`config.mk`:
```
export PLATFORM = sky130hd
export DESIGN_NAME = rsd_div_stage
export DESIGN_NICKNAME = d
export VERILOG_FILES = /design/src/sv/rsd_pkg.sv /design/src/sv/rsd_div_stage.sv
export SDC_FILE = /design/constraint.sdc
export NUM_CORES = 1
export LEC_CHECK = 0
export BUFFER_PORTS_ARGS = -buffer_cell sky130_fd_sc_hd__buf_2
export CAP_MARGIN = 20
export CORE_AREA = 2 2 130 132
export DETAILED_ROUTE_END_ITERATION = 10
export DIE_AREA = 0 0 132 134
export PLACE_DENSITY_LB_ADDON = 0.1
export SLEW_MARGIN = 40
export SYNTH_ARGS = -nofsm -noshare
export SYNTH_HDL_FRONTEND = slang
export SYNTH_SLANG_ARGS = --single-unit
```
`constraint.sdc`:
```
create_clock -name clk_i -period 0.88 [get_ports clk_i]
set_input_delay 0.088 -clock clk_i [delete_from_list [all_inputs] [get_ports clk_i]]
set_output_delay 0.088 -clock clk_i [all_outputs]
set_load 0.02 [all_outputs]
```
`src/sv/rsd_pkg.sv`:
```
// ----------------------------------------------------------------------------
// rsd_pkg: shared types and constants of the rounding saturating divider
// Holds the mode codes, the result patterns used for saturation and the
// record that travels down the divider pipeline.
// ----------------------------------------------------------------------------
`default_nettype none

package rsd_pkg;

  localparam int unsigned DataW = 32;

  // Operand kinds: dividend/divisor -> result.
  localparam logic [2:0] MODE_SSS = 3'd0;
  localparam logic [2:0] MODE_SUS = 3'd1;
  localparam logic [2:0] MODE_USS = 3'd2;
  localparam logic [2:0] MODE_SSU = 3'd3;
  localparam logic [2:0] MODE_SUU = 3'd4;
  localparam logic [2:0] MODE_UUU = 3'd5;

  localparam logic [DataW-1:0] SMAX_PAT = 32'h7FFF_FFFF;
  localparam logic [DataW-1:0] SMIN_PAT = 32'h8000_0000;
  localparam logic [DataW-1:0] UMAX_PAT = 32'hFFFF_FFFF;
  localparam logic [DataW-1:0] ZERO_PAT = 32'h0000_0000;

  // One item in flight through the divider.
  typedef struct packed {
    logic             valid;
    logic [DataW-1:0] rem;       // partial remainder
    logic [DataW-1:0] num;       // dividend bits left, quotient bits enter at the bottom
    logic [DataW-1:0] den;       // divisor magnitude
    logic             special;   // result is fixed, division is ignored
    logic [DataW-1:0] spec_val;
    logic             neg;       // negate the rounded magnitude
    logic             sat;       // clamp a magnitude above signed max
  } div_t;

endpackage

`default_nettype wire

```
`src/sv/rsd_div_stage.sv`:
```
// ----------------------------------------------------------------------------
// rsd_div_stage: one restoring division step
// Shifts one dividend bit into the partial remainder, subtracts the divisor
// when it fits, and records the quotient bit.
// ----------------------------------------------------------------------------
`default_nettype none

module rsd_div_stage (
  input  wire logic clk_i,
  input  wire logic rst_ni,
  input  wire logic en_i,
  input  wire rsd_pkg::div_t stage_i,
  output rsd_pkg::div_t stage_o
);
  import rsd_pkg::*;

  div_t           stage_d, stage_q;
  logic [DataW:0] trial, diff;
  logic           take;

  // Trial subtraction of the divisor from the shifted remainder.
  assign trial = {stage_i.rem, stage_i.num[DataW-1]};
  assign diff  = trial - {1'b0, stage_i.den};
  assign take  = !diff[DataW];

  always_comb begin
    stage_d     = stage_i;
    stage_d.rem = take ? diff[DataW-1:0] : trial[DataW-1:0];
    stage_d.num = {stage_i.num[DataW-2:0], take};
  end

  always_ff @(posedge clk_i or negedge rst_ni) begin
    if (!rst_ni) begin
      stage_q.valid <= 1'b0;
    end else if (en_i) begin
      stage_q <= stage_d;
    end
  end

  assign stage_o = stage_q;

endmodule

`default_nettype wire

```
==> out/metrics.cfg <==
[synth]
synthFlopType=edfxtp_1
syn-num-nets=662
ys_types=51
synth_compound_area_share_pct=12.40
avgSynthCellArea_um2=13.02
synth_top_area_share_pct=61.18
ys_warn_count=0
synthAdderAreaFrac_pct=6.538
synth_mux_area_share_pct=4.378
synth_edf_count=131
netlist_area_um2=6430
synth_top_family_by_area=compound AO/OA/AOI/OAI gates
synth_simple_gate_area_share_pct=8.153
yosys.area.top_type=edfxtp_1
synth_xor_area_share_pct=3.269
async_reset_ff_share_pct=0.7576
synth_area_leaders=edfxtp_1 61%, ha_1 6.2%, mux2_4 4.2%, a21oi_1 2.6%, nand2_1 2.6%
synth_seq_area_share_pct=61.57
postSynthCellCount=494
ys_ff_latch=132

[floorplan]
rows=47
die_x_um=132
core-area_um2=16290
die_area_um2=17690
fp.dieH_um=134
initial_core_util_pct=39.47
ioPinCount=267

[clock_tree]
clk_pin_slew_worst_paths_ps=70
clockBufferDepth=2
insertion_delay_ps=410
cts-buffers-inserted=17
cts_tree=done
clkSinkCount=132
cts-root-buf=clkbuf_16
cts_max_level=4

[timing]
worst_slack_ps=-1300
fin_setup_tns_ps=-61190
skew_ps=0
finalSetupViolCount=165
clock.fmax_mhz=458.7
fin_crit_ps=2180
worst_slew_pin_slew_ps=433.7
hold-worst-slack_ps=35.09
hold_viol_final=0
slew_viol_final=0
grt_setup_unrepaired=yes
slew-limit-headroom_pct=70.78
finalCritPeriodShare_pct=247.7

[worst_hold_path]
hold_end=stage_o[117]
whs_path_depth=2
hold_class=input pin to flop
min_from=stage_i[116]

[routing]
firstDrtPassIters=4
wire_per_inst_um=17.77
drtIter0Drc=309
via_per_inst=4.802
finalWirelength_um=22190
via_count=5998
ant_nets=0
drc=0

[pwr]
leakage_nw=5.216
vdd_drop_max_uv=1231
p_per_area_nw_per_um2=1733
p_total_mw=20.19

[cells_and_area]
fill_cells=1144
fin_util_pct=71.53
seq_area_um2=3959
area_growth_pct=81.22
multiInputGateArea_um2=2437
fin_cells=1249
layout-drive-gt1-share_pct=47.28
stdcell_area_um2=11650
largest_reg_flops=132
nets=1183

[critical_path]
worstPathArrival_ps=2350
crit_cells=13
reg2reg_from=stage_o[131]
path_class=input pin to flop
critPathTopFamily=compound AO/OA/AOI/OAI gates
r2r-end=stage_o[131]
slowest_stage=a221o_1
startpoint_type=input pin
rr_worst_depth=1
end_kind=flop
cp_num_buf_inv=4
cp_common_cell=buf_4
worst_ep_required_time_ps=1050
rrSetupSlack_ps=100
slowest_delay_ps=370
worstPathMaxFanout=5
path_cells=buf_6 > ha_4 > a21oi_4 > o211ai_1 > a221o_1 > a211o_1 > o21a_1 > buf_4 > buf_4 > buf_4 > nor2_4 > xnor2_1 > mux2_4

[global_route]
grt_pass1_vias=6114
grt.total_usage_pct=23.89
overflow=0
grt_antenna_before_repair=2
grt_max_degree=47
grt_pass1_wl_um=32680

[placement]
routabilityCongestion=0.8785
io_buffers=266
dpl-instance-area_um2=9029
dp_slack_ps=-1880
dp.cells=1088
dp_hpwl_um=14680

[status]
failed_checks=setup timing
outcome=finished, violations left

[flow_run]
max-cap-violations=0

final cells by class:
cell class / instances / area share (%)
sequential: 132 / 33.97
clock inverter: 15 / 1.203
inverter: 42 / 1.417
multi-input combinational: 305 / 20.92
clock buffer: 17 / 3.651
antenna: 1 / 0.02148
timing repair buffer: 517 / 36.45
tap: 220 / 2.362
worst max-delay path by stage:
stage,startpoint,to,slack (ps)
2_1_floorplan,stage_i[114],stage_o[102],-1590
3_3_place_gp,stage_i[98],stage_o[123],-1840
3_5_place_dp,stage_i[35],stage_o[130],-1880
4_1_cts,stage_i[51],stage_o[114],-1350
5_1_grt,stage_i[114],stage_o[114],-1360
6_report,stage_i[114],stage_o[127],-1300
power breakdown:
part,leakage (nW),switching (mW),internal [mW],total [mW]
logic,3.70,2.61,2.96,5.57
registers,1.24,0.227,7.54,7.77
clock network,0.274,3.11,3.74,6.85
synthesized netlist by cell type (2+ instances only):
| cell | instances |
|---|---|
| edfxtp_1 | 131 |
| nand2_1 | 44 |
| inv_1 | 41 |
| a21oi_1 | 34 |
| ha_1 | 32 |
| o21ai_0 | 24 |
| mux2_4 | 18 |
| nor2_1 | 16 |
| a21o_1 | 15 |
| xnor2_1 | 14 |
| clkbuf_1 | 11 |
| nand3_1 | 11 |
| xor2_1 | 10 |
| o211ai_1 | 8 |
| nand4_1 | 7 |
| and3_1 | 6 |
| o21a_1 | 6 |
| nand2b_1 | 5 |
| nor2b_1 | 5 |
| o21bai_1 | 5 |
| o31ai_1 | 5 |
| a211oi_1 | 4 |
| and2_1 | 4 |
| nor3_1 | 4 |
| buf_6 | 3 |
| a21boi_0 | 2 |
| a31oi_1 | 2 |
| and4_1 | 2 |
| o2111ai_1 | 2 |
| o41ai_1 | 2 |
kinds of logic after synthesis:
kind of cell,after synthesis
AO/OA/AOI/OAI,120
XOR/XNOR,24
adder cells (fa/ha/maj),33
buffers and inverters,57
flip-flops,132
multiplexers,19
AND/OR/NAND/NOR,109
what timing repair did:
item / CTS / global route
endpoints found under the hold margin: 116 / 1
resized for setup: 114 / 125
gates cloned: 1 / 0
hold buffers: 117 / 1
setup buffers: 8 / 4
endpoints found under the setup margin: 165 / 165
pin swaps: 13 / 16
cell usage in the layout (no fill, tap or decap), types with 10 or more instances in the layout:
master,Yosys,final
buf_2,1,162
edfxtp_1,131,131
buf_4,0,126
dlygate4sd3_1,0,118
buf_6,3,103
nand2_1,44,44
inv_1,41,36
a21oi_1,34,28
o21ai_0,24,23
ha_1,32,23
mux2_4,18,18
clkbuf_16,0,17
a21o_1,15,15
nor2_1,16,14
xnor2_1,14,14
xor2_1,10,10
routing by layer:
| metal | GRT usage (%) | vias to the layer above | share of wire (%) |
|---|---|---|---|
| met4 | 7.850 | 2 | 2.6 |
| li1 | - | 2893 | - |
| met1 | 29.82 | 2844 | 41 |
| met3 | 6.387 | 32 | 6.7 |
| met5 | 0 | - | 0.045 |
| met2 | 40.51 | 227 | 50 |
No activity file was read; power rests on OpenSTA's default activity.
