### config.mk
export PLATFORM = sky130hd
export DESIGN_NAME = rsd_post
export DESIGN_NICKNAME = d
export VERILOG_FILES = /design/src/sv/rsd_pkg.sv /design/src/sv/rsd_post.sv
export SDC_FILE = /design/constraint.sdc
export NUM_CORES = 1
export LEC_CHECK = 0
export ABC_AREA = 1
export BUFFER_PORTS_ARGS = -buffer_cell sky130_fd_sc_hd__buf_2
export CORE_UTILIZATION = 55
export DETAILED_ROUTE_END_ITERATION = 16
export GPL_ROUTABILITY_DRIVEN = 0
export PLACE_DENSITY = 0.95
export SYNTH_ARGS = -nofsm -noshare
export SYNTH_HDL_FRONTEND = slang
export SYNTH_SLANG_ARGS = --single-unit
### constraint.sdc
create_clock -name clk_i -period 1.43 [get_ports clk_i]
set_input_delay 0.0715 -clock clk_i [delete_from_list [all_inputs] [get_ports clk_i]]
set_output_delay 0.0715 -clock clk_i [all_outputs]
set_load 0.02 [all_outputs]
### src/sv/rsd_pkg.sv
// ----------------------------------------------------------------------------
// rsd_pkg: shared types and constants of the rounding saturating divider
// Holds the mode codes, the result patterns used for saturation and the
// record that travels down the divider pipeline.
// ----------------------------------------------------------------------------
`default_nettype none

package rsd_pkg;

  localparam int unsigned DataW = 32;

  // Operand kinds: dividend/divisor -> result.
  localparam logic [2:0] MODE_SSS = 3'd0;
  localparam logic [2:0] MODE_SUS = 3'd1;
  localparam logic [2:0] MODE_USS = 3'd2;
  localparam logic [2:0] MODE_SSU = 3'd3;
  localparam logic [2:0] MODE_SUU = 3'd4;
  localparam logic [2:0] MODE_UUU = 3'd5;

  localparam logic [DataW-1:0] SMAX_PAT = 32'h7FFF_FFFF;
  localparam logic [DataW-1:0] SMIN_PAT = 32'h8000_0000;
  localparam logic [DataW-1:0] UMAX_PAT = 32'hFFFF_FFFF;
  localparam logic [DataW-1:0] ZERO_PAT = 32'h0000_0000;

  // One item in flight through the divider.
  typedef struct packed {
    logic             valid;
    logic [DataW-1:0] rem;       // partial remainder
    logic [DataW-1:0] num;       // dividend bits left, quotient bits enter at the bottom
    logic [DataW-1:0] den;       // divisor magnitude
    logic             special;   // result is fixed, division is ignored
    logic [DataW-1:0] spec_val;
    logic             neg;       // negate the rounded magnitude
    logic             sat;       // clamp a magnitude above signed max
  } div_t;

endpackage

`default_nettype wire

### src/sv/rsd_post.sv
// ----------------------------------------------------------------------------
// rsd_post: rounding and saturation stage
// Rounds the quotient half away from zero, applies the sign, clamps and
// substitutes fixed results, and holds the output register.
// ----------------------------------------------------------------------------
`default_nettype none

module rsd_post (
  input  wire logic                      clk_i,
  input  wire logic                      rst_ni,
  input  wire logic                      en_i,
  input  wire rsd_pkg::div_t             stage_i,
  output logic                           valid_o,
  output logic [rsd_pkg::DataW-1:0]      quotient_o
);
  import rsd_pkg::*;

  logic             round_up;
  logic [DataW-1:0] q_rnd, q_neg, q_d, q_q;
  logic             valid_q;

  // Twice the remainder against the divisor decides the round-up.
  assign round_up = ({stage_i.rem, 1'b0} >= {1'b0, stage_i.den});
  assign q_rnd    = stage_i.num + {{(DataW-1){1'b0}}, round_up};
  // The negated rounded value is ~num + 1 - round_up, so one adder suffices.
  assign q_neg    = ~stage_i.num + {{(DataW-1){1'b0}}, !round_up};

  always_comb begin
    if (stage_i.special) begin
      q_d = stage_i.spec_val;
    end else if (stage_i.neg) begin
      q_d = q_neg;
    end else if (stage_i.sat && q_rnd[DataW-1]) begin
      q_d = SMAX_PAT;
    end else begin
      q_d = q_rnd;
    end
  end

  always_ff @(posedge clk_i or negedge rst_ni) begin
    if (!rst_ni) begin
      valid_q <= 1'b0;
    end else if (en_i) begin
      valid_q <= stage_i.valid;
    end
  end

  always_ff @(posedge clk_i) begin
    if (en_i) begin
      q_q <= q_d;
    end
  end

  assign valid_o    = valid_q;
  assign quotient_o = q_q;

endmodule

`default_nettype wire

==> results of run 1 <==
-- cells in the mapped netlist, drive strengths merged --
cell type / instances / area [um^2]
nand2: 245 / 945
nor2: 109 / 472
inv: 103 / 387
nand3: 76 / 408
ha: 35 / 438
edfxtp: 32 / 961
xor2: 23 / 201
o21ai: 21 / 105
a21oi: 19 / 95.1
nand4: 16 / 100
buf: 15 / 95.1
o21bai: 9 / 67.6
clkbuf: 5 / 18.8
nor3: 5 / 25.0
or2: 5 / 31.3
and2: 4 / 25.0
nand3b: 2 / 15.0
a211oi: 1 / 7.51
a21o: 1 / 7.51
a31oi: 1 / 6.26
clkinv: 1 / 3.75
dfrtp: 1 / 25.0
dlygate4sd1: 1 / 8.76
mux2: 1 / 11.3
mux2i: 1 / 10.0
nor3b: 1 / 7.51
o211ai: 1 / 7.51
xnor2: 1 / 8.76
-- metrics by stage --
step	hold WS, ns	setup slack [ns]	util	area, um^2
2_1_floorplan	-0.224	-0.993	-	4700
3_3_place_gp	-0.154	-1.40	0.822	6420
3_5_place_dp	-0.153	-1.59	0.822	6420
4_1_cts	0.0141	-1.17	0.879	6870
-- layer usage --
layer | GRT usage | GRT overflow
met5 | 0.250 | 0
met4 | 1.11 | 143
met3 | 0.635 | 4
met2 | 1.34 | 575
met1 | 0.864 | 7
-- cells by family after synthesis --
group / Yosys count / synth area share
flip-flops: 33 / 0.219
multiplexers: 2 / 0.00473
AND/OR/NAND/NOR: 463 / 0.451
buffers and inverters: 125 / 0.114
adder cells (fa/ha/maj): 35 / 0.0975
AO/OA/AOI/OAI: 53 / 0.0660
XOR/XNOR: 24 / 0.0468
-- what timing repair did --
item	4_1_cts
hold buffers	1
hold endpoints to repair	1
pin swaps	35
buffers inserted	15
endpoints found under the setup margin	32
gates resized for setup	52
gates cloned	1
==> out/results.ini, run 1 <==
[clock_tree]
cts_max_level = 2
number_of_buffers_created_by_cts = 5
cts.sinks = 33
clockBufferDepth = 2
clock_tree.root_cell = clkbuf_8

[outcome]
error_that_stopped_the_run = [ERROR GRT-0232] Routing congestion too high. Check the congestion heatmap in the GUI.
outcome = stopped before the end
stop_stage = global routing (5_1_grt)

[logic_synthesis]
yosysSeqAreaShare = 0.219
syn_area_mm2 = 0.00449
postSynthNetCount = 905
yosys_register_bits = 33
ys_warn_count = 0
synth.lib_cells_used.distinct = 37
synth.avg_cell_area_um2 = 6.11
synthCells = 735

[global_route]
grt_max_degree = 28
globalRouteTotalUtil = 0.966
globalRoute.totalOverflow = 729

[placed_design]
dp.cells = 1098
dp_hpwl_mm = 14.2
port-buffer-count = 167

[floorplanning]
core.rowCount = 32
die_y_um = 92.4
start_util = 0.575
die_w_um = 92.4
floorplan.io_pins = 168

[timing]
worst_endpoint_kind = register input
repair-timing-grt-worst-ep = quotient_o[24]$_DFFE_PP_/D

==> run 2, diff against run 1 <==
--- a/config.mk
+++ b/config.mk
@@ -7,10 +7,10 @@
 export LEC_CHECK = 0
 export ABC_AREA = 1
 export BUFFER_PORTS_ARGS = -buffer_cell sky130_fd_sc_hd__buf_2
-export CORE_UTILIZATION = 55
+export CORE_UTILIZATION = 40
 export DETAILED_ROUTE_END_ITERATION = 16
 export GPL_ROUTABILITY_DRIVEN = 0
-export PLACE_DENSITY = 0.95
+export PLACE_DENSITY_LB_ADDON = 0.15
 export SYNTH_ARGS = -nofsm -noshare
 export SYNTH_HDL_FRONTEND = slang
 export SYNTH_SLANG_ARGS = --single-unit
==> run 2 against run 1 <==
  * The flow now finishes, with violations (negative setup slack)
  * Synthesized cell count unchanged
  * Synthesized area stayed put
==> out/results.ini, run 2 <==
[routing]
met3_length_mm = 1.24
dr.first_iter.drc_count = 416
num_vias = 5751
drt-met1-wl_mm = 6.95
first_pass_iteration_count_of_the_detailed_router = 5
drt_drc_violations_left = 0
route.final.wire_length_mm = 16.0
remaining_antenna_violation_count_after_routing = 0
met2RoutedLength_mm = 7.41
topRoutingLayerUsed = met4
detail_route.vias_per_cell = 5.00
drt-wirelength-per-cell_um = 13.9

[setup_path]
critical_path.endpoint_type = register
worstPathArrival_ns = 2.58
cpPeakStageDelay_ns = 0.27
worstPathRequired_ns = 1.47
maximum_net_fanout_on_the_critical_path = 5
cpMaxStageDelayCell = ha_4
worst-setup-path-type = primary input to register
critPathTopFamily = simple AND/OR/NAND/NOR gates
startpoint_type = primary input
crit_start = stage_i[58]
cp_num_buf_inv = 3
most_common_cell_on_crit_path = nand2_1
origin_of_the_critical_flop_to_flop_path = valid_o
critical_path.cell_chain = buf_2 > inv_1 > ha_4 > nand2_4 > nor2_4 > nand4_1 > nor2_2 > nand3_1 > nor2_1 > nand3b_1 > ha_4 > nand2_4 > nor2_4 > buf_6 > nand2_4 > nor2_4 > nand3_4 > nand3_4 > nand2_1 > nand2_1 > nand2_1 > nand2_1 > nand2_1

[finish]
post_route_cells_drive_above_1_share = 0.425
finalNetCount = 1179
mostFrequentLayoutCell = nand2_1
finalCoreUtilization = 0.656
post-route-cell-area_mm2 = 0.00714
n_fill_cell = 1021
n_antenna_cell = 0
areaGrowthSynthToFinish_pct = 58.9
most_frequent_cells_in_the_layout = 210 x nand2_1, 162 x buf_2, 109 x buf_4
largest_reg_flops = 32

[placed_design]
port-buffer-count = 167
dp_hpwl_mm = 12.9
placement.cell_area_mm2 = 0.00644

[global_route]
grt_max_degree = 34
first_pass_grt_wire_length_mm = 24.0
antenna_found_initial = 0
first_global_vias = 5198
globalRoute.totalOverflow = 0
globalRouteTotalUtil = 0.262

[floorplanning]
core.rowCount = 38
start_util = 0.413
die_w_um = 108
die_y_um = 108
placeableCoreArea_mm2 = 0.0109
floorplan.io_pins = 168
floorplan.die_area_mm2 = 0.0117

[logic_synthesis]
synthCells = 735
yosys.area.top_type_share = 0.214
yosys.area.top_type = edfxtp_1
synth-async-reset-ratio = 0.0303
postSynthNetCount = 905
synth.avg_cell_area_um2 = 6.11
syn_area_mm2 = 0.00449
ys_warn_count = 0
synth_cell_count_leaders = 235 x nand2_1, 102 x inv_1, 94 x nor2_1
yosys_register_bits = 33
yosys-top-cells-area = edfxtp_1 21%, nand2_1 20%, ha_1 9.7%, inv_1 8.5%, nand3_1 8.0%
synth_flop_cell = edfxtp_1
synth.lib_cells_used.distinct = 37
yosysSeqAreaShare = 0.219
synthMostInstantiatedCell = nand2_1
synth_enable_flop_cells = 32

[outcome]
violations = negative setup slack
outcome = complete, but fails checks

[clock_tree]
clock_tree.root_cell = clkbuf_8
cts_tree = built
number_of_buffers_created_by_cts = 5
cts.sinks = 33
cts_max_level = 2
cts.clk_slew.worst_paths_ns = 0.07
clockBufferDepth = 2
clk_latency_ns = 0.28

[timing]
finalSetupViolCount = 32
report.final.hold_viol_count = 0
min_period_ns = 2.54
setup_slack_ns = -1.11
grt_setup_unrepaired = yes
final_count_of_pins_violating_max_slew = 0
worst_hold_slack_ns = 0.0220
worst-slew-pin-transition_ns = 0.396
slew-limit-headroom = 0.735
clock_skew_ns = 0
period_share = 1.78
max_frequency_mhz = 394

[hold_path]
holdCritStartpoint = stage_i[131]
min-delay-path-class = primary input to register

[pwr]
irDropWorstVdd_v = 0.000514
finalPower_mw = 3.48
cellLeakagePower_nw = 3.68
power.density_cell_area_mw_per_mm2 = 487

[job]
max-cap-violations = 0

## run 2: cell counts after synthesis
Identical to the previous run, type by type.
## run 2: through the flow
stage | instances | worst slack (ns) | TNS [ns]
2_1_floorplan | 735 | -0.993 | -29.43
3_3_place_gp | 1129 | -1.39 | -42.58
3_5_place_dp | 1129 | -1.52 | -46.08
4_1_cts | 1146 | -1.17 | -35.29
5_1_grt | 1150 | -1.26 | -38.79
6_report | 1150 | -1.11 | -33.27
## run 2: per-layer routing
layer / GRT usage / up-vias
li1: - / 2888
met1: 0.351 / 2566
met2: 0.444 / 268
met3: 0.0229 / 29
met4: 0.0793 / 0
met5: 0 / -
## run 2: power breakdown
group	switching (mW)	leakage, nW	internal, mW
logic	0.907	3.31	0.713
registers	0.0201	0.325	1.18
clock network	0.324	0.0450	0.337
## run 2: final cells by class
class | instances | area, um^2 | share of cell area
clock buffer | 6 | 72.6 | 0.0102
clock inverter | 2 | 10.0 | 0.00140
inverter | 104 | 408 | 0.0571
multi-input combinational | 578 | 3650 | 0.511
sequential | 33 | 986 | 0.138
tap | 140 | 175 | 0.0245
timing repair buffer | 287 | 1840 | 0.257
## run 2: what timing repair did
action / CTS / global route
pin swaps: 23 / 59
hold endpoints to repair: 1 / 0
gates resized for setup: 24 / 88
cloned: 1 / 0
hold buffers: 1 / 0
buffers inserted: 7 / 5
endpoints found under the setup margin: 32 / 32
## run 2: cell families (layout without fill, tap and decap cells)
group,after synthesis,count (layout),synth area share
simple gates,463,464,0.451
buf+inv,125,399,0.114
compound gates,53,53,0.0660
fa+ha+maj,35,35,0.0975
flops,33,33,0.219
xor+xnor,24,24,0.0468
mux,2,2,0.00473
## run 2: path summary, 6_finish.rpt
kind / to / slack [ns] / depth (start not counted)
max: quotient_o[29] / -1.11 / 23
min: valid_o / 0.02 / 2
max reg2reg: valid_o / 0.70 / 1
min reg2reg: valid_o / 0.50 / 1
max in group asynchronous: valid_o / 1.25 / 2
min in group asynchronous: valid_o / 0.10 / 2
No activity file was read; power rests on OpenSTA's default activity.
