==> config.mk <==
export PLATFORM = sky130hd
export DESIGN_NAME = rsd_prep
export DESIGN_NICKNAME = d
export VERILOG_FILES = /design/src/sv/rsd_pkg.sv /design/src/sv/rsd_prep.sv
export SDC_FILE = /design/constraint.sdc
export NUM_CORES = 1
export LEC_CHECK = 0
export ABC_AREA = 1
export BUFFER_PORTS_ARGS = -buffer_cell sky130_fd_sc_hd__buf_4
export CAP_MARGIN = 40
export CORE_AREA = 2 2 123 125
export CTS_BUF_LIST = sky130_fd_sc_hd__clkbuf_4 sky130_fd_sc_hd__clkbuf_8 sky130_fd_sc_hd__clkbuf_16
export CTS_CLUSTER_SIZE = 20
export DETAILED_ROUTE_END_ITERATION = 8
export DIE_AREA = 0 0 125 127
export SETUP_SLACK_MARGIN = 0.5
export SLEW_MARGIN = 20
export SYNTH_ARGS = -nofsm -noshare
export SYNTH_HDL_FRONTEND = slang
export SYNTH_SLANG_ARGS = --single-unit
export TNS_END_PERCENT = 20
==> constraint.sdc <==
create_clock -name clk_i -period 3.2 [get_ports clk_i]
set_clock_uncertainty 0.2 [all_clocks]
set_input_delay 0.16 -clock clk_i [delete_from_list [all_inputs] [get_ports clk_i]]
set_output_delay 0.16 -clock clk_i [all_outputs]
set_load 0.01 [all_outputs]
==> src/sv/rsd_pkg.sv <==
// ----------------------------------------------------------------------------
// rsd_pkg: shared types and constants of the rounding saturating divider
// Holds the mode codes, the result patterns used for saturation and the
// record that travels down the divider pipeline.
// ----------------------------------------------------------------------------
`default_nettype none

package rsd_pkg;

  localparam int unsigned DataW = 32;

  // Operand kinds: dividend/divisor -> result.
  localparam logic [2:0] MODE_SSS = 3'd0;
  localparam logic [2:0] MODE_SUS = 3'd1;
  localparam logic [2:0] MODE_USS = 3'd2;
  localparam logic [2:0] MODE_SSU = 3'd3;
  localparam logic [2:0] MODE_SUU = 3'd4;
  localparam logic [2:0] MODE_UUU = 3'd5;

  localparam logic [DataW-1:0] SMAX_PAT = 32'h7FFF_FFFF;
  localparam logic [DataW-1:0] SMIN_PAT = 32'h8000_0000;
  localparam logic [DataW-1:0] UMAX_PAT = 32'hFFFF_FFFF;
  localparam logic [DataW-1:0] ZERO_PAT = 32'h0000_0000;

  // One item in flight through the divider.
  typedef struct packed {
    logic             valid;
    logic [DataW-1:0] rem;       // partial remainder
    logic [DataW-1:0] num;       // dividend bits left, quotient bits enter at the bottom
    logic [DataW-1:0] den;       // divisor magnitude
    logic             special;   // result is fixed, division is ignored
    logic [DataW-1:0] spec_val;
    logic             neg;       // negate the rounded magnitude
    logic             sat;       // clamp a magnitude above signed max
  } div_t;

endpackage

`default_nettype wire

==> src/sv/rsd_prep.sv <==
// ----------------------------------------------------------------------------
// rsd_prep: operand preparation stage
// Decodes the mode, takes operand magnitudes, and flags the cases whose
// result is fixed (divide by zero, overflow, negative unsigned result, unknown mode).
// ----------------------------------------------------------------------------
`default_nettype none

module rsd_prep (
  input  wire logic                      clk_i,
  input  wire logic                      rst_ni,
  input  wire logic                      en_i,
  input  wire logic                      valid_i,
  input  wire logic [2:0]                mode_i,
  input  wire logic [rsd_pkg::DataW-1:0] dividend_i,
  input  wire logic [rsd_pkg::DataW-1:0] divisor_i,
  output rsd_pkg::div_t                  stage_o
);
  import rsd_pkg::*;

  div_t             stage_d, stage_q;
  logic             xneg, yneg, yzero, yones;
  logic [DataW-1:0] xmag, ymag;

  assign xneg  = dividend_i[DataW-1];
  assign yneg  = divisor_i[DataW-1];
  assign yzero = (divisor_i == ZERO_PAT);
  assign yones = (divisor_i == UMAX_PAT);
  assign xmag  = xneg ? (ZERO_PAT - dividend_i) : dividend_i;
  assign ymag  = yneg ? (ZERO_PAT - divisor_i) : divisor_i;

  // Mode decode into operands and post-processing flags.
  always_comb begin
    stage_d          = '0;
    stage_d.valid    = valid_i;
    stage_d.rem      = ZERO_PAT;
    stage_d.num      = dividend_i;
    stage_d.den      = divisor_i;
    unique case (mode_i)
      MODE_SSS: begin
        stage_d.num = xmag;
        stage_d.den = ymag;
        stage_d.neg = xneg ^ yneg;
        if (yzero) begin
          stage_d.special  = 1'b1;
          stage_d.spec_val = xneg ? SMIN_PAT : SMAX_PAT;
        end else if (dividend_i == SMIN_PAT && yones) begin
          stage_d.special  = 1'b1;
          stage_d.spec_val = SMAX_PAT;
        end
      end
      MODE_SUS: begin
        stage_d.num = xmag;
        stage_d.neg = xneg;
        if (yzero) begin
          stage_d.special  = 1'b1;
          stage_d.spec_val = xneg ? SMIN_PAT : SMAX_PAT;
        end
      end
      MODE_USS: begin
        stage_d.den = ymag;
        stage_d.neg = yneg;
        stage_d.sat = !yneg;
        if (yzero) begin
          stage_d.special  = 1'b1;
          stage_d.spec_val = SMAX_PAT;
        end else if (xneg && yones) begin
          stage_d.special  = 1'b1;
          stage_d.spec_val = SMIN_PAT;
        end
      end
      MODE_SSU: begin
        stage_d.num = xmag;
        stage_d.den = ymag;
        if (yzero) begin
          stage_d.special  = 1'b1;
          stage_d.spec_val = xneg ? ZERO_PAT : UMAX_PAT;
        end else if (xneg != yneg && !(dividend_i == ZERO_PAT && yneg)) begin
          // A negative true quotient has no unsigned result.
          stage_d.special  = 1'b1;
          stage_d.spec_val = ZERO_PAT;
        end
      end
      MODE_SUU: begin
        if (yzero) begin
          stage_d.special  = 1'b1;
          stage_d.spec_val = xneg ? ZERO_PAT : UMAX_PAT;
        end else if (xneg) begin
          stage_d.special  = 1'b1;
          stage_d.spec_val = ZERO_PAT;
        end
      end
      MODE_UUU: begin
        if (yzero) begin
          stage_d.special  = 1'b1;
          stage_d.spec_val = UMAX_PAT;
        end
      end
      default: begin
        stage_d.special  = 1'b1;
        stage_d.spec_val = ZERO_PAT;
      end
    endcase
  end

  // Stage register; only the valid bit is reset.
  always_ff @(posedge clk_i or negedge rst_ni) begin
    if (!rst_ni) begin
      stage_q.valid <= 1'b0;
    end else if (en_i) begin
      stage_q <= stage_d;
    end
  end

  assign stage_o = stage_q;

endmodule

`default_nettype wire

==> results.cfg, run 1 <==
[outcome]
status = completed

[cells_and_area]
syn_to_final_growth_pct = 39.3
fin_nets = 911
stdcell_area_um2 = 7020
drive_above_1_share_pct = 27.3
n_fill_cell = 1409
antenna_cells = 0
layout.cells.non_filler = 1026
largest_reg_flops = 70

[placement]
port_buffers = 170
dp_slack_ps = 1140
dp_hpwl_mm = 10.1
place_area_um2 = 6170
place_congestion = 0.868
placedCellCount = 957

[critical_path]
cp-end-kind = flip-flop
cp_max_fo = 4
slowest_delay_ps = 540
path_class = in2reg
cp.depth = 12
slowest_stage = dlygate4sd3_1
cp_cell_sequence = dlygate4sd3_1 -> buf_4 -> inv_1 -> ha_1 -> nand3_1 -> nor2_2 -> nand2_1 -> nor2_1 -> nand3_1 -> a21o_1 -> nand2_1 -> inv_1
crit_family = buffers and inverters
required_ps = 3090
r2r_cells = 2
crit_buf_inv = 4
cp.arrival_ps = 2180
start_kind = primary input

[die]
ios = 203
fp.dieW_um = 125
rows = 44
core_area_um2 = 14400
dieArea_um2 = 15900
initial_core_util_pct = 34.9
fp.dieH_um = 127

[global_routing]
grt_start_max_net_pins = 42
grt_pass1_vias = 4260
antenna_found_initial = 0
grt_pass1_wl_mm = 21.0
globalRouteOverflowTotal = 0
globalRouteTotalUtil_pct = 16.4

[timing]
rsz0062_at_grt = false
setup_slack_ps = 908
slew_headroom_pct = 59.6
worst_pin_slew_ps = 605
finalCritPeriodShare_pct = 71.6
maxSlewViolCount = 0
max_freq_mhz = 436
period_minus_slack_ps = 2290
setup_viol = 0
final_hold_viol_count = 0
tns_ps = 0

[synthesis]
synth-edff-count = 69
synth_ff_type = edfxtp_1
avgSynthCellArea_um2 = 7.89
synth_async_sr_flop_share_pct = 1.43
synth_cell_types = 33
synth_common_cells = nand2_1, nor2_1, inv_1
yosysTopAreaCell = edfxtp_1
synth.most_common_cell = nand2_1
yosysWarnings = 0
synthCells = 638
synth_seq_cells = 70
syn_area_um2 = 5040
synth-seq-area-share_pct = 41.6
synthTopCellsByArea = edfxtp_1, nand2_1, buf_4
yosysTopAreaCellShare_pct = 41.1

[cts]
cts_tree = done
cts-htree-levels = 3
clock_latency_ps = 320
numCtsBuffers = 9
cts_buffer_depth = 2
cts_hold_buf = 52
root_buffer = clkbuf_16
clk_pin_slew_worst_paths_ps = 60
clock-sinks = 70
postCtsSetupRepairBufs = 0
cts_resized = 0

[pwr]
vdd_drop_max_uv = 239
p_leak_nw = 3.29
finalPower_mw = 2.81
p_per_area_nw_per_um2 = 401

[hold_path]
hold_path.class = in2reg
worstHoldPathCells = 4

[routing]
wl_per_cell_um = 13.1
first_pass_iters = 4
drc = 0
wirelength_mm = 13.4
drtIter0Drc = 351
antenna_left = 0
viasPerCell = 4.34
num_vias = 4450

[run]
maxCapViolations = 0
cell type report:
cell class	count	area, µm²	share of cell area (%)
multi-input cells	430	2160	30.8
flip-flops and latches	70	2100	29.9
repair buffers	224	1830	26.1
inverters	102	383	5.46
clock buffers	13	268	3.82
well taps	184	230	3.28
clock inverters	3	42.5	0.606
layer usage:
layer / wire [µm] / track usage (%)
met5: 0 / 0
met4: 149 / 4.84
met3: 794 / 2.72
met1: 5890 / 20.9
met2: 6570 / 28.6
cells in the final DEF, fill, tap and decap left out, types with 2 or more instances in the layout:
cell,synthesis,final
buf_4,64,170
nand2_1,144,144
nor2_1,96,96
inv_1,90,89
edfxtp_1,69,69
dlygate4sd3_1,0,52
nand3_1,38,38
xor2_1,37,37
conb_1,1,32
inv_2,12,13
xnor2_1,13,13
nand4_1,12,12
nor2_2,9,9
clkbuf_16,0,9
o21ai_1,7,7
nand2_2,6,6
nor3_1,6,6
o21ai_0,6,6
o21ai_2,4,4
a21oi_1,3,3
ha_1,3,3
nand2_4,2,2
nor2_8,2,2
o21ai_4,2,2
clkbuf_4,0,2
clkbuf_8,0,2
final timing paths:
kind                                      from            to  slack (ps)
min in group asynchronous               rst_ni  stage_o[131]         520
worst min register to register    stage_o[131]  stage_o[131]         880
worst min-delay path            dividend_i[27]   stage_o[94]          10
worst max register to register    stage_o[131]  stage_o[131]        1680
max in group asynchronous               rst_ni  stage_o[131]        2170
worst max-delay path             dividend_i[0]   stage_o[91]         910
worst reg2reg max path, cell delays in order, from the launching register on:
cell	delay, ps
dfrtp_1	380
mux2_2	260
dlygate4sd3_1	560
per-stage QoR:
step | utilization (%) | hold WS (ps)
after floorplan | - | -336
after global placement | 42.8 | -259
after detailed placement | 42.8 | -258
after global routing | 48.6 | 26.4
final | 48.6 | 14.5
after CTS | 48.5 | 3.79
cells by family (layout without fill, tap and decap cells):
| logic type | after synthesis | in the layout | share of synthesized area [%] |
|---|---|---|---|
| and+or+nand+nor | 319 | 319 | 27.6 |
| buffers and inverters | 169 | 342 | 17.7 |
| DFF | 70 | 70 | 41.6 |
| xor gates and xnor gates | 50 | 50 | 8.70 |
| AOI/OAI and AO/OA | 25 | 25 | 3.38 |
| adders and majority gates | 3 | 3 | 0.745 |
| other | 1 | 32 | 0.0745 |
| muxes | 1 | 1 | 0.224 |
where the power goes:
| group | total, mW | internal [mW] | leakage, nW | switching (mW) |
|---|---|---|---|---|
| Sequential | 1.13 | 1.10 | 0.655 | 0.0222 |
| Clock | 1.05 | 0.663 | 0.153 | 0.385 |
| Combinational | 0.639 | 0.300 | 2.49 | 0.339 |
| Total | 2.81 | 2.07 | 3.29 | 0.746 |
No activity file was read; power rests on OpenSTA's default activity.
==> inputs of run 2 (changes only) <==
==> constraint.sdc (replaced) <==
create_clock -name clk_i -period 1.9 [get_ports clk_i]
set_clock_uncertainty 0.2 [all_clocks]
set_input_delay 0.095 -clock clk_i [delete_from_list [all_inputs] [get_ports clk_i]]
set_output_delay 0.095 -clock clk_i [all_outputs]
set_load 0.01 [all_outputs]
==> results.cfg, run 2 (synthesized netlist as in run 1, its figures left out) <==
[cells_and_area]
largest_reg_flops = 70
syn_to_final_growth_pct = 50.1
fin_nets = 948
n_fill_cell = 1408
seq_area_um2 = 2100
stdcell_area_um2 = 7560
drive_above_1_share_pct = 31.7
antenna_cells = 0
final_cell_mix = buf_4, nand2_1, inv_1
multi_input_area_um2 = 2340
final_common_cell = buf_4
layout.cells.non_filler = 1063

[pwr]
finalPower_mw = 4.87
p_per_area_nw_per_um2 = 644
vdd_drop_max_uv = 522
p_leak_nw = 3.49

[die]
fp.dieW_um = 125
ios = 203
core_area_um2 = 14400
dieArea_um2 = 15900
fp.dieH_um = 127
initial_core_util_pct = 34.9
rows = 44

[hold_path]
worstHoldPathCells = 3
min_from = divisor_i[1]
hold_path.class = in2reg
min_to = stage_o[36]

[global_routing]
grt_pass1_wl_mm = 21.9
busiest_layer = met2
use_met3_pct = 5.53
antenna_found_initial = 0
grt_start_max_net_pins = 41
globalRouteOverflowTotal = 0
grt_pass1_vias = 4404
grt_util_met1_pct = 21.7
globalRouteTotalUtil_pct = 17.3
globalRouteMet2Util_pct = 29.6

[cts]
clock_latency_ps = 340
cts-htree-levels = 3
clk_pin_slew_worst_paths_ps = 60
clock-sinks = 70
cts_buffer_depth = 2
cts_tree = done
root_buffer = clkbuf_16
numCtsBuffers = 9

[routing]
drtIter0Drc = 323
viasPerCell = 4.38
wl_per_cell_um = 13.4
first_pass_iters = 5
antenna_left = 0
drc = 0
wirelength_mm = 14.2
num_vias = 4655

[critical_path]
cpMostUsedCell = nand2_2
cp_cell_sequence = buf_8 -> inv_6 -> ha_4 -> nand2_2 -> nor2_2 -> nand2_2 -> o21ai_4 -> nand2_4 -> nor2_4 -> xor2_1 -> inv_1
slowest_stage = o21ai_4
r2r-start = stage_o[131]
slowest_delay_ps = 210
r2r-end = stage_o[131]
cp-end-kind = flip-flop
start_kind = primary input
cp_max_fo = 3
reg2reg_slack_ps = 960
cp.arrival_ps = 1280
path_class = in2reg
r2r_cells = 1
required_ps = 1790

[timing]
max_freq_mhz = 719
setup_viol = 0
hold_slack_ps = -80.9
tns_ps = 0
rsz0062_at_grt = true
finalCritPeriodShare_pct = 73.2
maxSlewViolCount = 0
period_minus_slack_ps = 1390
final_hold_viol_count = 2

[placement]
dp_hpwl_mm = 10.2
place_area_um2 = 6260
port_buffers = 170
placedCellCount = 966
place_congestion = 0.862

[outcome]
violations = hold timing
status = finished, violations left

[run]
maxCapViolations = 0
## run 2: where the power goes
part           internal [mW]  switching, mW
Sequential              1.86         0.0359
Combinational          0.568          0.606
Clock                   1.14          0.660
Total                   3.57           1.30
## run 2: worst max-delay path by stage
stage | start | to | slack (ps) | cells past startpoint
after floorplan | rst_ni | stage_o[0] | 190 | 2
after global placement | divisor_i[1] | stage_o[33] | 70 | 12
after detailed placement | divisor_i[1] | stage_o[63] | 20 | 12
after CTS | divisor_i[1] | stage_o[33] | 390 | 12
after global routing | divisor_i[14] | stage_o[62] | 450 | 8
final | divisor_i[1] | stage_o[55] | 510 | 11
## run 2: area by class of cell
cell class                 count  share of cell area [%]
inverter                     102                    5.31
clock buffer                   9                    2.98
tap                          184                    3.05
timing repair buffer         260                    28.8
sequential                    70                    27.7
clock inverter                 7                    1.18
multi-input combinational    431                    31.0
## run 2: what timing repair did
item / 4_1_cts / 5_1_grt
hold buffers: 67 / 3
resized for setup: 0 / 56
hold endpoints to repair: 69 / 5
setup endpoints to repair: 50 / 80
buffers inserted: 2 / 8
cloned: 0 / 1
pin swaps: 0 / 20
## run 2: critical path: cells and delay by family
family                     cells  cell delay [ps]
buffers and inverters          3              200
xor gates and xnor gates       1              140
AOI/OAI and AO/OA              1              210
adders and majority gates      1              130
and+or+nand+nor                5              510
## run 2: metrics by stage
stage	utilization (%)	setup WS, ps	hold slack, ps
3_5_place_dp	43.4	19.1	-302
2_1_floorplan	-	187	-401
5_1_grt	52.4	449	-91.6
6_report	52.4	510	-80.9
4_1_cts	50.3	390	-102
3_3_place_gp	43.4	71.9	-303
## run 2: metal layers
metal	share of wire [%]	routed length, µm
met2	50	7080
met3	7.5	1070
met4	0.46	65
met1	42	6020
met5	0	0
==> inputs of run 3 (changes only) <==
==> constraint.sdc (replaced) <==
create_clock -name clk_i -period 1.25 [get_ports clk_i]
set_clock_uncertainty 0.2 [all_clocks]
set_input_delay 0.0625 -clock clk_i [delete_from_list [all_inputs] [get_ports clk_i]]
set_output_delay 0.0625 -clock clk_i [all_outputs]
set_load 0.01 [all_outputs]
==> results.cfg, run 3 (synthesized netlist as in run 1, its figures left out) <==
[cts]
root_buffer = clkbuf_16
clock-sinks = 70
cts_tree = done
cts_buffer_depth = 2
clk_pin_slew_worst_paths_ps = 60
cts-htree-levels = 3
clock_latency_ps = 350
numCtsBuffers = 9

[routing]
drc = 0
first_pass_iters = 5
drtIter0Drc = 237
num_vias = 4836
viasPerCell = 4.36
wirelength_mm = 14.6
antenna_left = 0
wl_per_cell_um = 13.1

[die]
fp.dieH_um = 127
ios = 203
initial_core_util_pct = 34.9
dieArea_um2 = 15900
core_area_um2 = 14400
rows = 44
fp.dieW_um = 125

[timing]
rsz0062_at_grt = true
final_hold_viol_count = 58
maxSlewViolCount = 0
setup_viol = 42
finalCritPeriodShare_pct = 112
setup_slack_ps = -149
period_minus_slack_ps = 1400
max_freq_mhz = 715
hold_slack_ps = -728

[global_routing]
antenna_found_initial = 0
globalRouteTotalUtil_pct = 18.3
grt_pass1_vias = 4879
grt_pass1_wl_mm = 23.2
grt_start_max_net_pins = 32
globalRouteOverflowTotal = 0

[cells_and_area]
fin_nets = 995
largest_reg_flops = 70
antenna_cells = 0
final_cell_mix = buf_4, nand2_1, buf_6
drive_above_1_share_pct = 51.3
final_common_cell = buf_4
syn_to_final_growth_pct = 72.0

[critical_path]
cp-end-kind = primary output
crit_buf_inv = 2
start_kind = flip-flop
cp.arrival_ps = 1140
slowest_delay_ps = 440
cp_max_fo = 31
slowest_stage = edfxtp_1
crit_family = flip-flops
required_ps = 990
path_class = reg2out
cp_cell_sequence = buf_8 -> buf_4

[placement]
dp_hpwl_mm = 11.0
place_congestion = 0.865
port_buffers = 170
dp_slack_ps = -604

[outcome]
status = finished, violations left
violations = hold timing, setup timing

[pwr]
p_per_area_nw_per_um2 = 910
vdd_drop_max_uv = 837
finalPower_mw = 7.89
p_leak_nw = 4.03

[run]
maxCapViolations = 0

[hold_path]
hold_path.class = in2async
==> run 3: final timing paths <==
| kind | from | endpoint | slack, ps | cells past startpoint |
|---|---|---|---|---|
| worst max-delay path | stage_o[32] | stage_o[27] | -150 | 2 |
| worst min-delay path | rst_ni | stage_o[131] | -730 | 1 |
| worst max register to register | stage_o[131] | stage_o[131] | 260 | 1 |
| worst min register to register | stage_o[131] | stage_o[131] | 360 | 1 |
| max in group asynchronous | rst_ni | stage_o[131] | 1490 | 1 |
| min in group clk_i | dividend_i[0] | stage_o[67] | -290 | 1 |
==> run 3: routing by layer <==
| metal | GRT usage [%] | part of all wire (%) |
|---|---|---|
| met1 | 21.2 | 40 |
| met5 | 0 | 0 |
| met3 | 3.98 | 6.6 |
| met4 | 6.80 | 2.0 |
| met2 | 33.1 | 51 |
==> run 3: per-stage QoR <==
step           cells  cell area (µm²)  TNS, ps  util [%]  hold slack (ps)
5_1_grt         1110             8660    -7490      60.0             -739
3_5_place_dp    1088             7210   -24000      50.0             -334
3_3_place_gp    1088             7210   -22410      50.0             -335
4_1_cts         1106             8320    -5100      57.7             -737
2_1_floorplan    669             5170   -39240         -             -433
6_report        1110             8660    -5010      60.0             -728
==> run 3: power breakdown <==
group	internal [mW]	total, mW	switching (mW)
Sequential	2.83	2.92	0.0913
Clock	1.73	2.81	1.08
Combinational	1.12	2.15	1.02
Total	5.69	7.89	2.20
==> run 3: repair_timing <==
| item | in CTS | in global routing |
|---|---|---|
| resized for setup | 214 | 77 |
| buffers inserted | 2 | 4 |
| pin swaps | 95 | 75 |
| setup endpoints to repair | 197 | 197 |
| endpoints found under the hold margin | 62 | 52 |
==> run 3: cell type report <==
cell class,instances,area [µm²]
Inverter,102,434
Timing Repair Buffer,308,2790
Clock buffer,9,225
Fill cell,1261,5760
Multi-Input combinational cell,430,2800
Clock inverter,7,88.8
Sequential cell,70,2100
Tap cell,184,230
